==> src/sv/farthest_point_sampler_macros.svh <==
// Assertion macros used by the sampler top level.
`ifndef FARTHEST_POINT_SAMPLER_MACROS_SVH
`define FARTHEST_POINT_SAMPLER_MACROS_SVH
// Implication checked on every rising clock edge outside reset.
`define FPS_ASSERT_IMP(label, ante, cons, msg) \
    label: assert property (@(posedge clk) disable iff (!rst_n) (ante) |-> (cons)) \
        else $error(msg);
// Next-cycle implication checked outside reset.
`define FPS_ASSERT_NEXT(label, ante, cons, msg) \
    label: assert property (@(posedge clk) disable iff (!rst_n) (ante) |=> (cons)) \
        else $error(msg);
`endif

==> src/sv/fps_pkg.sv <==
// Shared types and constants of the farthest point sampler.
package fps_pkg;
    localparam int unsigned IDX_W   = 10;
    localparam int unsigned ORDER_W = 6;
    localparam int unsigned CNT_W   = 7;

    typedef enum logic [6:0] {
        ST_IDLE  = 7'b0000001,
        ST_CLEAR = 7'b0000010,
        ST_EMIT  = 7'b0000100,
        ST_UPD   = 7'b0001000,
        ST_SCAN  = 7'b0010000,
        ST_PICK  = 7'b0100000,
        ST_DONE  = 7'b1000000
    } state_t;

    // Controller to datapath.
    typedef struct packed {
        logic load;      // write input point at the fill count
        logic run_init;  // latch run parameters
        logic clr_step;  // clear one chosen flag
        logic mark;      // set chosen flag of the current pick, emit it
        logic upd_start; // begin an update sweep
        logic scan_start;// begin a search sweep
        logic pick;      // adopt the search winner
        logic finish;    // empty the store
    } cmd_t;

    // Datapath to controller.
    typedef struct packed {
        logic clr_done;
        logic upd_done;
        logic scan_done;
        logic run_empty;
        logic run_last;
        logic out_busy;
    } stat_t;
endpackage

==> src/sv/fps_ctrl.sv <==
// Run sequencer of the farthest point sampler.
module fps_ctrl (
    input  logic           clk,
    input  logic           rst_n,
    input  logic           in_fire,
    input  logic           in_action,
    output logic           in_rdy,
    input  fps_pkg::stat_t stat,
    output fps_pkg::cmd_t  cmd
);
    fps_pkg::state_t state_reg, state_next;

    always_ff @(posedge clk or negedge rst_n)
    begin
        if (!rst_n)
        begin
            state_reg <= fps_pkg::ST_IDLE;
        end
        else
        begin
            state_reg <= state_next;
        end
    end

    always_comb
    begin
        state_next = state_reg;
        cmd        = '0;
        in_rdy     = 1'b0;
        unique case (state_reg)
            fps_pkg::ST_IDLE:
            begin
                in_rdy = 1'b1;
                if (in_fire)
                begin
                    if (!in_action)
                    begin
                        cmd.load = 1'b1;
                    end
                    else
                    begin
                        cmd.run_init = 1'b1;
                        state_next   = fps_pkg::ST_CLEAR;
                    end
                end
            end
            fps_pkg::ST_CLEAR:
            begin
                cmd.clr_step = 1'b1;
                if (stat.clr_done)
                begin
                    state_next = stat.run_empty ? fps_pkg::ST_DONE : fps_pkg::ST_EMIT;
                end
            end
            fps_pkg::ST_EMIT:
            begin
                if (!stat.out_busy)
                begin
                    cmd.mark = 1'b1;
                    if (stat.run_last)
                    begin
                        state_next = fps_pkg::ST_DONE;
                    end
                    else
                    begin
                        cmd.upd_start = 1'b1;
                        state_next    = fps_pkg::ST_UPD;
                    end
                end
            end
            fps_pkg::ST_UPD:
            begin
                if (stat.upd_done)
                begin
                    cmd.scan_start = 1'b1;
                    state_next     = fps_pkg::ST_SCAN;
                end
            end
            fps_pkg::ST_SCAN:
            begin
                if (stat.scan_done)
                begin
                    state_next = fps_pkg::ST_PICK;
                end
            end
            fps_pkg::ST_PICK:
            begin
                cmd.pick   = 1'b1;
                state_next = fps_pkg::ST_EMIT;
            end
            fps_pkg::ST_DONE:
            begin
                cmd.finish = 1'b1;
                state_next = fps_pkg::ST_IDLE;
            end
            default:
            begin
                state_next = fps_pkg::ST_IDLE;
            end
        endcase
    end
endmodule

==> config.mk <==
export PLATFORM = sky130hd
export DESIGN_NAME = fps_ctrl
export DESIGN_NICKNAME = d
export VERILOG_FILES = /design/src/sv/farthest_point_sampler_macros.svh /design/src/sv/fps_pkg.sv /design/src/sv/fps_ctrl.sv
export SDC_FILE = /design/constraint.sdc
export NUM_CORES = 1
export LEC_CHECK = 0
export BUFFER_PORTS_ARGS = -buffer_cell sky130_fd_sc_hd__buf_2
export CAP_MARGIN = 5
export CORE_AREA = 2 2 39 41
export CTS_BUF_LIST = sky130_fd_sc_hd__clkbuf_8
export DETAILED_ROUTE_END_ITERATION = 10
export DIE_AREA = 0 0 41 43
export GPL_TIMING_DRIVEN = 0
export PLACE_DENSITY = 0.62
export SETUP_SLACK_MARGIN = 0.2
export SYNTH_ARGS = -nofsm -noshare
export SYNTH_HDL_FRONTEND = slang
export SYNTH_SLANG_ARGS = --single-unit
==> constraint.sdc <==
create_clock -name clk -period 2.44 [get_ports clk]
set_input_delay 0.488 -clock clk [delete_from_list [all_inputs] [get_ports clk]]
set_output_delay 0.488 -clock clk [all_outputs]
set_load 0.01 [all_outputs]
Word level (Yosys, flattened, before mapping)
Cells that the tools add are included.
- register bits after elaboration: 7
- input bits: 10
- output and inout bits: 9
- word-level logic and storage cells: 37
- equal/unequal tests: 13
- mux-type cells: 22
- reductions and logical operators: 1
- operators by type and width (cell ; count):
    7-bit 2-to-1 mux ; 8
    7-bit one-hot mux with 6 select lines ; 1
    2-bit != test (second input constant) ; 6
    1-bit 2-to-1 mux ; 9
    2-bit 2-to-1 mux ; 4
    7-bit by 1-bit equality test with 1-bit output (second input constant) ; 1
    7-bit by 2-bit equality test with 1-bit output (second input constant) ; 1
    7-bit by 3-bit equality test with 1-bit output (second input constant) ; 1
    7-bit by 4-bit equality test with 1-bit output (second input constant) ; 1
    7-bit by 5-bit equality test with 1-bit output (second input constant) ; 1
    7-bit by 6-bit equality test with 1-bit output (second input constant) ; 1
    7-bit equality test (second input constant) ; 1
    6-bit AND reduction ; 1

Logic depth before layout (Yosys ltp)
Gate-level depths: netlist of the first run.
- depth in word-level cells: 3
- mapped depth: 6
- mapped depth without buffers: 5

Worst setup path after synthesis of the first run
OpenSTA, ideal clock, no wires.
- kind: register to output
- from: reg state_reg[1]
- to: out cmd[3] in the netlist's numbering
- data arrival time: 1507 ps
- required time: 1952 ps
- slack: 445 ps
- cell stages (with the launch flop): 4
- path buffers: 0
- path through: dfrtp_1 or3_4 or4_4 nor3_2
- RTL lines (element ; RTL line ; source):
    start: declaration ; fps_ctrl.sv:11 ; fps_pkg::state_t state_reg, state_next;
    start signal: assignment ; fps_ctrl.sv:17 ; state_reg <= fps_pkg::ST_IDLE;
    start signal: assignment ; fps_ctrl.sv:21 ; state_reg <= state_next;
    end: declaration ; fps_ctrl.sv:9 ; output fps_pkg::cmd_t cmd

==> flow_results.xml, run 1 <==
<?xml version="1.0" encoding="UTF-8"?>
<metrics>
  <group name="run_status">
    <metric name="outcome" unit="">finished, final reports clean</metric>
  </group>
  <group name="detailed_routing">
    <metric name="final_antenna_net_count" unit="">0</metric>
    <metric name="wirelength" unit="um">1240</metric>
    <metric name="drc_errors" unit="">0</metric>
    <metric name="drt_iter0_drc" unit="">15</metric>
    <metric name="wl_per_cell" unit="um">12.5</metric>
    <metric name="vias" unit="">515</metric>
    <metric name="via_per_inst" unit="">5.20</metric>
    <metric name="detailedRoute.firstPassIterationCount" unit="">4</metric>
  </group>
  <group name="pwr">
    <metric name="static-leakage-power" unit="nW">0.380</metric>
    <metric name="p_comb_share" unit="%">42.6</metric>
    <metric name="p_seq_share" unit="%">28.1</metric>
    <metric name="power.share.switching" unit="%">33.7</metric>
    <metric name="p_clk_share" unit="%">29.3</metric>
    <metric name="p_int" unit="mW">0.357</metric>
    <metric name="switching_power" unit="mW">0.181</metric>
    <metric name="totalPowerFinal" unit="mW">0.538</metric>
    <metric name="ir_worst_vdd" unit="V">0.000539</metric>
    <metric name="powerDensity" unit="nW/um^2">789</metric>
  </group>
  <group name="critical_path">
    <metric name="arrival" unit="ns">1.79</metric>
    <metric name="cpMaxStageDelayCell" unit="">or4_4</metric>
    <metric name="endpoint_kind" unit="">primary output</metric>
    <metric name="critical_path.max_fanout" unit="">3</metric>
    <metric name="path_cells" unit="">or3_4, or4_4, nor3_2, buf_2</metric>
    <metric name="critical_path.startpoint_type" unit="">flip-flop</metric>
    <metric name="critPathTopFamily" unit="">simple AND/OR/NAND/NOR gates</metric>
    <metric name="crit_path_max_incr_delay" unit="ns">0.44</metric>
    <metric name="criticalPathCategory" unit="">flip-flop to primary output</metric>
    <metric name="cp.buffers_inverters" unit="">1</metric>
    <metric name="worst_ep_required_time" unit="ns">1.95</metric>
  </group>
  <group name="floorplan">
    <metric name="die_h" unit="um">43</metric>
    <metric name="placeableCoreArea" unit="sq um">1380</metric>
    <metric name="rows" unit="">14</metric>
    <metric name="chipWidth" unit="um">41</metric>
    <metric name="die_area" unit="sq um">1760</metric>
    <metric name="starting_density_of_the_core" unit="%">34.9</metric>
    <metric name="pin_count" unit="">19</metric>
  </group>
  <group name="cells_and_area">
    <metric name="area_growth" unit="%">41.2</metric>
    <metric name="num_antenna_cells" unit="">0</metric>
    <metric name="post-route-cell-area" unit="sq um">682</metric>
    <metric name="final_layout_size_suffix_gt1_share" unit="%">41.0</metric>
    <metric name="layout.cells.non_filler" unit="">99</metric>
    <metric name="max_reg_flops" unit="">7</metric>
    <metric name="post_layout_nets" unit="">94</metric>
  </group>
  <group name="synth">
    <metric name="synthArstFlopShare" unit="%">100</metric>
    <metric name="sequential_element_share_of_the_synthesized_area" unit="%">36.5</metric>
    <metric name="ys.flop_type" unit="">dfrtp_1</metric>
    <metric name="ys_seq_elements" unit="">7</metric>
    <metric name="synth_area_leaders" unit="">dfrtp_1 (31%), nor2_1 (6.2%), dfstp_2 (5.4%)</metric>
    <metric name="postSynthAreaPerCell" unit="sq um">8.47</metric>
    <metric name="yosysWarningCount" unit="">0</metric>
    <metric name="synth_edf_count" unit="">0</metric>
    <metric name="synth_cells" unit="">57</metric>
    <metric name="synthDominantCellAreaShare" unit="%">31.1</metric>
    <metric name="syn_nets" unit="">67</metric>
    <metric name="post_synth_num_cell_types" unit="">28</metric>
    <metric name="mappedNetlistArea" unit="sq um">483</metric>
    <metric name="cell_accounting_for_the_most_synthesized_area" unit="">dfrtp_1</metric>
  </group>
  <group name="grt">
    <metric name="first_global_vias" unit="">461</metric>
    <metric name="grt_pass1_wl" unit="um">1910</metric>
    <metric name="maximum_number_of_pins_on_one_net_before_global_route_repair" unit="">10</metric>
    <metric name="grt.total_usage" unit="%">16.1</metric>
    <metric name="antenna_found_initial" unit="">0</metric>
    <metric name="grt-ovfl-total" unit="">0</metric>
  </group>
  <group name="clock_tree">
    <metric name="worst_skew_pair.late_latency" unit="ns">0.22</metric>
    <metric name="cts-htree-levels" unit="">1</metric>
    <metric name="tritoncts" unit="">yes</metric>
    <metric name="cts_buffers" unit="">3</metric>
    <metric name="cts_sinks" unit="">7</metric>
    <metric name="cts.hold.buffers_added" unit="">0</metric>
    <metric name="ctsRootBufferMaster" unit="">clkbuf_8</metric>
    <metric name="clk_transition_reported_paths" unit="ns">0.04</metric>
    <metric name="ctsLongestPathBuffers" unit="">2</metric>
  </group>
  <group name="timing">
    <metric name="final_period_minus_worst_setup_slack" unit="ns">2.28</metric>
    <metric name="unrepaired_setup_endpoints_after_global_routing" unit="">yes</metric>
    <metric name="layout_setup_ws" unit="ns">0.164</metric>
    <metric name="pin_slew_with_the_least_headroom_to_its_limit" unit="ns">0.290</metric>
    <metric name="timing.fmax" unit="MHz">439</metric>
    <metric name="final_max_slew_viol_count" unit="">0</metric>
    <metric name="final_setup_viols" unit="">0</metric>
    <metric name="tns" unit="ns">0</metric>
    <metric name="min_period_over_period" unit="%">93.3</metric>
    <metric name="hold_viol_final" unit="">0</metric>
    <metric name="max-slew-margin-rel" unit="%">80.6</metric>
    <metric name="clock-skew-final" unit="ns">0.00125</metric>
  </group>
  <group name="place">
    <metric name="pre_cts_setup_slack" unit="ns">0.305</metric>
    <metric name="post-place-cells" unit="">91</metric>
    <metric name="port_buffers" unit="">18</metric>
    <metric name="place_area" unit="sq um">593</metric>
    <metric name="gp_congestion" unit="">0.840</metric>
    <metric name="hpwl" unit="um">854</metric>
  </group>
  <group name="hold_path">
    <metric name="hp-class" unit="">input port to async pin</metric>
  </group>
  <group name="flow_run">
    <metric name="drv.max_cap_violation_count" unit="">0</metric>
  </group>
</metrics>
## placed cells by master, fill, tap and decap left out
cell type	n
clkbuf_8	3
nor4_4	1
nand4_1	1
a32oi_1	1
and3_1	4
nor4_1	2
nor2_1	8
dfrtp_1	6
nor2b_1	1
buf_4	5
xor2_1	1
nand3_1	3
buf_6	1
or4_4	1
and3b_1	1
dfstp_2	1
buf_2	19
nor3_2	2
or3_4	1
o21ai_0	4
nand2_1	3
inv_1	5
o21bai_1	2
nand4b_1	1
nand2b_1	3
o211ai_1	1
a22o_1	1
o22ai_1	1
## cell families after synthesis
logic type      count (synthesis)  synth area share, %
compound gates                 10                 13.7
xor+xnor                        1                 1.81
buf+inv                         7                 8.03
flops                           7                 36.5
simple gates                   32                 39.9
## Yosys cell counts, types with 2 or more instances
cell	n
nand2b_1	3
inv_1	4
and3_1	4
o21ai_0	4
nand3_1	3
o21bai_1	2
dfrtp_1	6
nand2_1	3
nor4_1	2
nor2_1	8
## power by group through the flow
| stage | Sequential [mW] | Clock (mW) | Combinational [mW] |
|---|---|---|---|
| after floorplan | 0.157 | 0 | 0.125 |
| after global placement | 0.160 | 0 | 0.173 |
| after detailed placement | 0.161 | 0 | 0.176 |
| after CTS | 0.149 | 0.162 | 0.219 |
| after global routing | 0.153 | 0.174 | 0.251 |
| final | 0.151 | 0.157 | 0.229 |
## timing repair
| item | in CTS | in global routing |
|---|---|---|
| gates resized for setup | 0 | 3 |
| pin swaps | 3 | 0 |
| endpoints found under the setup margin | 2 | 5 |
| endpoints found under the hold margin | 0 | 0 |
| setup buffers | 4 | 0 |
## stage by stage
step	hold WS (ns)	util, %
4_1_cts	0.0969	48.3
2_1_floorplan	0.192	-
6_report	0.0910	49.3
5_1_grt	0.0981	49.3
3_3_place_gp	0.334	42.9
3_5_place_dp	0.337	42.9
## layout make-up
cell class / instances / area, sq um
Multi-Input combinational cell: 43 / 282
Timing Repair Buffer: 22 / 120
Clock inverter: 1 / 3.75
Inverter: 4 / 15.0
Fill cell: 132 / 702
Clock buffer: 3 / 41.3
Tap cell: 16 / 20.0
Sequential cell: 7 / 176
Buffer: 3 / 23.8
## final timing paths
kind / slack [ns] / depth (start not counted) / endpoint / startpoint
worst min register to register: 0.71 / 3 / state_reg[5]$_DFFE_PN0P_ / state_reg[4]$_DFFE_PN0P_
max in group asynchronous: 2.12 / 1 / state_reg[0]$_DFFE_PN1P_ / rst_n
worst max-delay path: 0.16 / 4 / cmd[3] / state_reg[1]$_DFFE_PN0P_
worst max register to register: 0.84 / 5 / state_reg[6]$_DFFE_PN0P_ / state_reg[5]$_DFFE_PN0P_
min in group clk: 0.45 / 2 / state_reg[1]$_DFFE_PN0P_ / stat[5]
worst min-delay path: 0.09 / 1 / state_reg[6]$_DFFE_PN0P_ / rst_n
## routing by layer
layer	part of all wire, %	vias up	GRT usage [%]
li1	-	254	-
met1	44	240	19.8
met2	51	21	25.3
met3	5.8	0	4.71
met4	0	0	6.00
met5	0	-	0
Note: power is estimated with default switching activity, not from simulation.
==> run 2, diff against run 1 <==
==> constraint.sdc (replaced) <==
create_clock -name clk -period 2.44 [get_ports clk]
set_input_delay 0.366 -clock clk [delete_from_list [all_inputs] [get_ports clk]]
set_output_delay 0.366 -clock clk [all_outputs]
set_load 0.01 [all_outputs]
==> flow_results.xml, run 2 (synthesized netlist as in run 1, its figures left out) <==
<?xml version="1.0" encoding="UTF-8"?>
<metrics>
  <group name="floorplan">
    <metric name="placeableCoreArea" unit="sq um">1380</metric>
    <metric name="rows" unit="">14</metric>
    <metric name="pin_count" unit="">19</metric>
    <metric name="chipWidth" unit="um">41</metric>
    <metric name="die_area" unit="sq um">1760</metric>
    <metric name="starting_density_of_the_core" unit="%">34.9</metric>
    <metric name="die_h" unit="um">43</metric>
  </group>
  <group name="hold_path">
    <metric name="hp-class" unit="">input port to flip-flop</metric>
    <metric name="hold_start" unit="">stat[5]</metric>
  </group>
  <group name="clock_tree">
    <metric name="clk_transition_reported_paths" unit="ns">0.04</metric>
    <metric name="cts_sinks" unit="">7</metric>
    <metric name="cts-htree-levels" unit="">1</metric>
    <metric name="ctsLongestPathBuffers" unit="">2</metric>
    <metric name="ctsRootBufferMaster" unit="">clkbuf_8</metric>
    <metric name="worst_skew_pair.late_latency" unit="ns">0.22</metric>
    <metric name="cts_buffers" unit="">3</metric>
    <metric name="tritoncts" unit="">yes</metric>
  </group>
  <group name="timing">
    <metric name="final_max_slew_viol_count" unit="">0</metric>
    <metric name="max-slew-margin-rel" unit="%">74.1</metric>
    <metric name="final_setup_viols" unit="">0</metric>
    <metric name="pin_slew_with_the_least_headroom_to_its_limit" unit="ns">0.385</metric>
    <metric name="finalHoldWorstSlack" unit="ns">0.332</metric>
    <metric name="unrepaired_setup_endpoints_after_global_routing" unit="">no</metric>
    <metric name="clock-skew-final" unit="ns">0.000514</metric>
    <metric name="hold_viol_final" unit="">0</metric>
    <metric name="final_period_minus_worst_setup_slack" unit="ns">2.13</metric>
    <metric name="min_period_over_period" unit="%">87.4</metric>
    <metric name="tns" unit="ns">0</metric>
    <metric name="timing.fmax" unit="MHz">469</metric>
  </group>
  <group name="grt">
    <metric name="antenna_found_initial" unit="">0</metric>
    <metric name="grt-ovfl-total" unit="">0</metric>
    <metric name="grt.total_usage" unit="%">15.2</metric>
    <metric name="grt_pass1_wl" unit="um">1790</metric>
    <metric name="maximum_number_of_pins_on_one_net_before_global_route_repair" unit="">10</metric>
    <metric name="first_global_vias" unit="">432</metric>
  </group>
  <group name="cells_and_area">
    <metric name="max_reg_flops" unit="">7</metric>
    <metric name="post_layout_nets" unit="">92</metric>
    <metric name="num-fill-cells" unit="">134</metric>
    <metric name="area_growth" unit="%">37.0</metric>
    <metric name="layout.cells.most_common" unit="">buf_2</metric>
    <metric name="most-common-layout-cells" unit="">buf_2 (18), nor2_1 (8), dfrtp_1 (6)</metric>
    <metric name="final_layout_size_suffix_gt1_share" unit="%">37.0</metric>
    <metric name="num_antenna_cells" unit="">0</metric>
  </group>
  <group name="critical_path">
    <metric name="timing.rr.start" unit="">state_reg[5]$_DFFE_PN0P_</metric>
    <metric name="crit_end" unit="">cmd[3]</metric>
    <metric name="critical_path.max_fanout" unit="">5</metric>
    <metric name="critical_path.reg2reg.endpoint" unit="">state_reg[6]$_DFFE_PN0P_</metric>
    <metric name="worst_ep_required_time" unit="ns">2.07</metric>
    <metric name="critical_path.startpoint_type" unit="">flip-flop</metric>
    <metric name="worst-r2r-cell-count" unit="">5</metric>
    <metric name="arrival" unit="ns">1.77</metric>
    <metric name="startpoint" unit="">state_reg[1]$_DFFE_PN0P_</metric>
    <metric name="endpoint_kind" unit="">primary output</metric>
    <metric name="criticalPathCategory" unit="">flip-flop to primary output</metric>
    <metric name="reg2reg_setup_slack" unit="ns">0.76</metric>
  </group>
  <group name="detailed_routing">
    <metric name="drt_iter0_drc" unit="">7</metric>
    <metric name="via_per_inst" unit="">5.15</metric>
    <metric name="vias" unit="">500</metric>
    <metric name="final_antenna_net_count" unit="">0</metric>
    <metric name="wirelength" unit="um">1140</metric>
    <metric name="detailedRoute.firstPassIterationCount" unit="">4</metric>
    <metric name="wl_per_cell" unit="um">11.8</metric>
    <metric name="drc_errors" unit="">0</metric>
  </group>
  <group name="pwr">
    <metric name="p_int" unit="mW">0.335</metric>
    <metric name="ir_worst_vdd" unit="V">0.000498</metric>
    <metric name="p_clk_share" unit="%">30.9</metric>
    <metric name="power.share.switching" unit="%">33.8</metric>
    <metric name="switching_power" unit="mW">0.171</metric>
    <metric name="p_comb_share" unit="%">37.9</metric>
    <metric name="static-leakage-power" unit="nW">0.364</metric>
    <metric name="p_seq_share" unit="%">31.1</metric>
    <metric name="powerDensity" unit="nW/um^2">764</metric>
  </group>
  <group name="flow_run">
    <metric name="drv.max_cap_violation_count" unit="">0</metric>
  </group>
  <group name="run_status">
    <metric name="outcome" unit="">finished, final reports clean</metric>
  </group>
  <group name="place">
    <metric name="hpwl" unit="um">854</metric>
    <metric name="gp_congestion" unit="">0.840</metric>
    <metric name="port_buffers" unit="">18</metric>
  </group>
</metrics>
==> run 2: cell count changes in the layout (fill, tap and decap cells not counted), sizes merged <==
| cell | previous run | this run |
|---|---|---|
| clkbuf | 3 | 4 |
| buf | 25 | 21 |
| dlygate4sd3 | 0 | 1 |
==> run 2: critical path, cell delays in order, from the launching register on <==
cell	delay [ns]
dfrtp_1	0.39
or3_4	0.42
or4_4	0.46
nor3_4	0.12
buf_2	0.15
==> run 2: power groups by stage <==
| stage | clock [mW] | combinational (mW) | sequential [mW] |
|---|---|---|---|
| floorplan | 0 | 0.125 | 0.157 |
| global placement | 0 | 0.173 | 0.160 |
| detailed placement | 0 | 0.176 | 0.161 |
| CTS | 0.162 | 0.190 | 0.156 |
| global route | 0.174 | 0.212 | 0.160 |
| finish | 0.156 | 0.192 | 0.157 |
==> run 2: routing by layer <==
metal	vias up	share of wire [%]	global-route usage [%]
met5	-	0	0
met4	0	0	6.00
met3	0	5.7	4.71
met2	20	51	22.8
met1	228	43	19.5
li1	252	-	-
==> run 2: how the worst min path moves through the flow <==
stage / cells past startpoint / to
finish: 2 / state_reg[1]$_DFFE_PN0P_
global placement: 1 / state_reg[4]$_DFFE_PN0P_
floorplan: 0 / state_reg[1]$_DFFE_PN0P_
CTS: 2 / state_reg[1]$_DFFE_PN0P_
global route: 2 / state_reg[1]$_DFFE_PN0P_
detailed placement: 1 / state_reg[4]$_DFFE_PN0P_
==> run 2: repair_timing <==
item,CTS,global route
pin swaps,0,1
resized for setup,0,1
setup endpoints to repair,1,1
hold endpoints to repair,6,0
buffers inserted,1,0
hold buffers,1,0
==> run 2: layout make-up <==
| cell class | instances | area, sq um | share of cell area (%) |
|---|---|---|---|
| timing repair buffer | 20 | 108 | 16.3 |
| clock buffer | 3 | 41.3 | 6.24 |
| tap | 16 | 20.0 | 3.02 |
| multi-input combinational | 43 | 274 | 41.4 |
| sequential | 7 | 176 | 26.7 |
| inverter | 4 | 15.0 | 2.27 |
| buffer | 3 | 23.8 | 3.59 |
| clock inverter | 1 | 3.75 | 0.567 |
==> run 2: stage by stage <==
| stage | utilization [%] | instances | area, sq um | worst slack, ns | power, mW |
|---|---|---|---|---|---|
| floorplan | - | 57 | 483 | 0.567 | 0.282 |
| global placement | 42.9 | 91 | 593 | 0.431 | 0.333 |
| detailed placement | 42.9 | 91 | 593 | 0.427 | 0.337 |
| CTS | 47.4 | 97 | 656 | 0.245 | 0.508 |
| global route | 47.8 | 97 | 662 | 0.224 | 0.546 |
| finish | 47.8 | 97 | 662 | 0.307 | 0.506 |
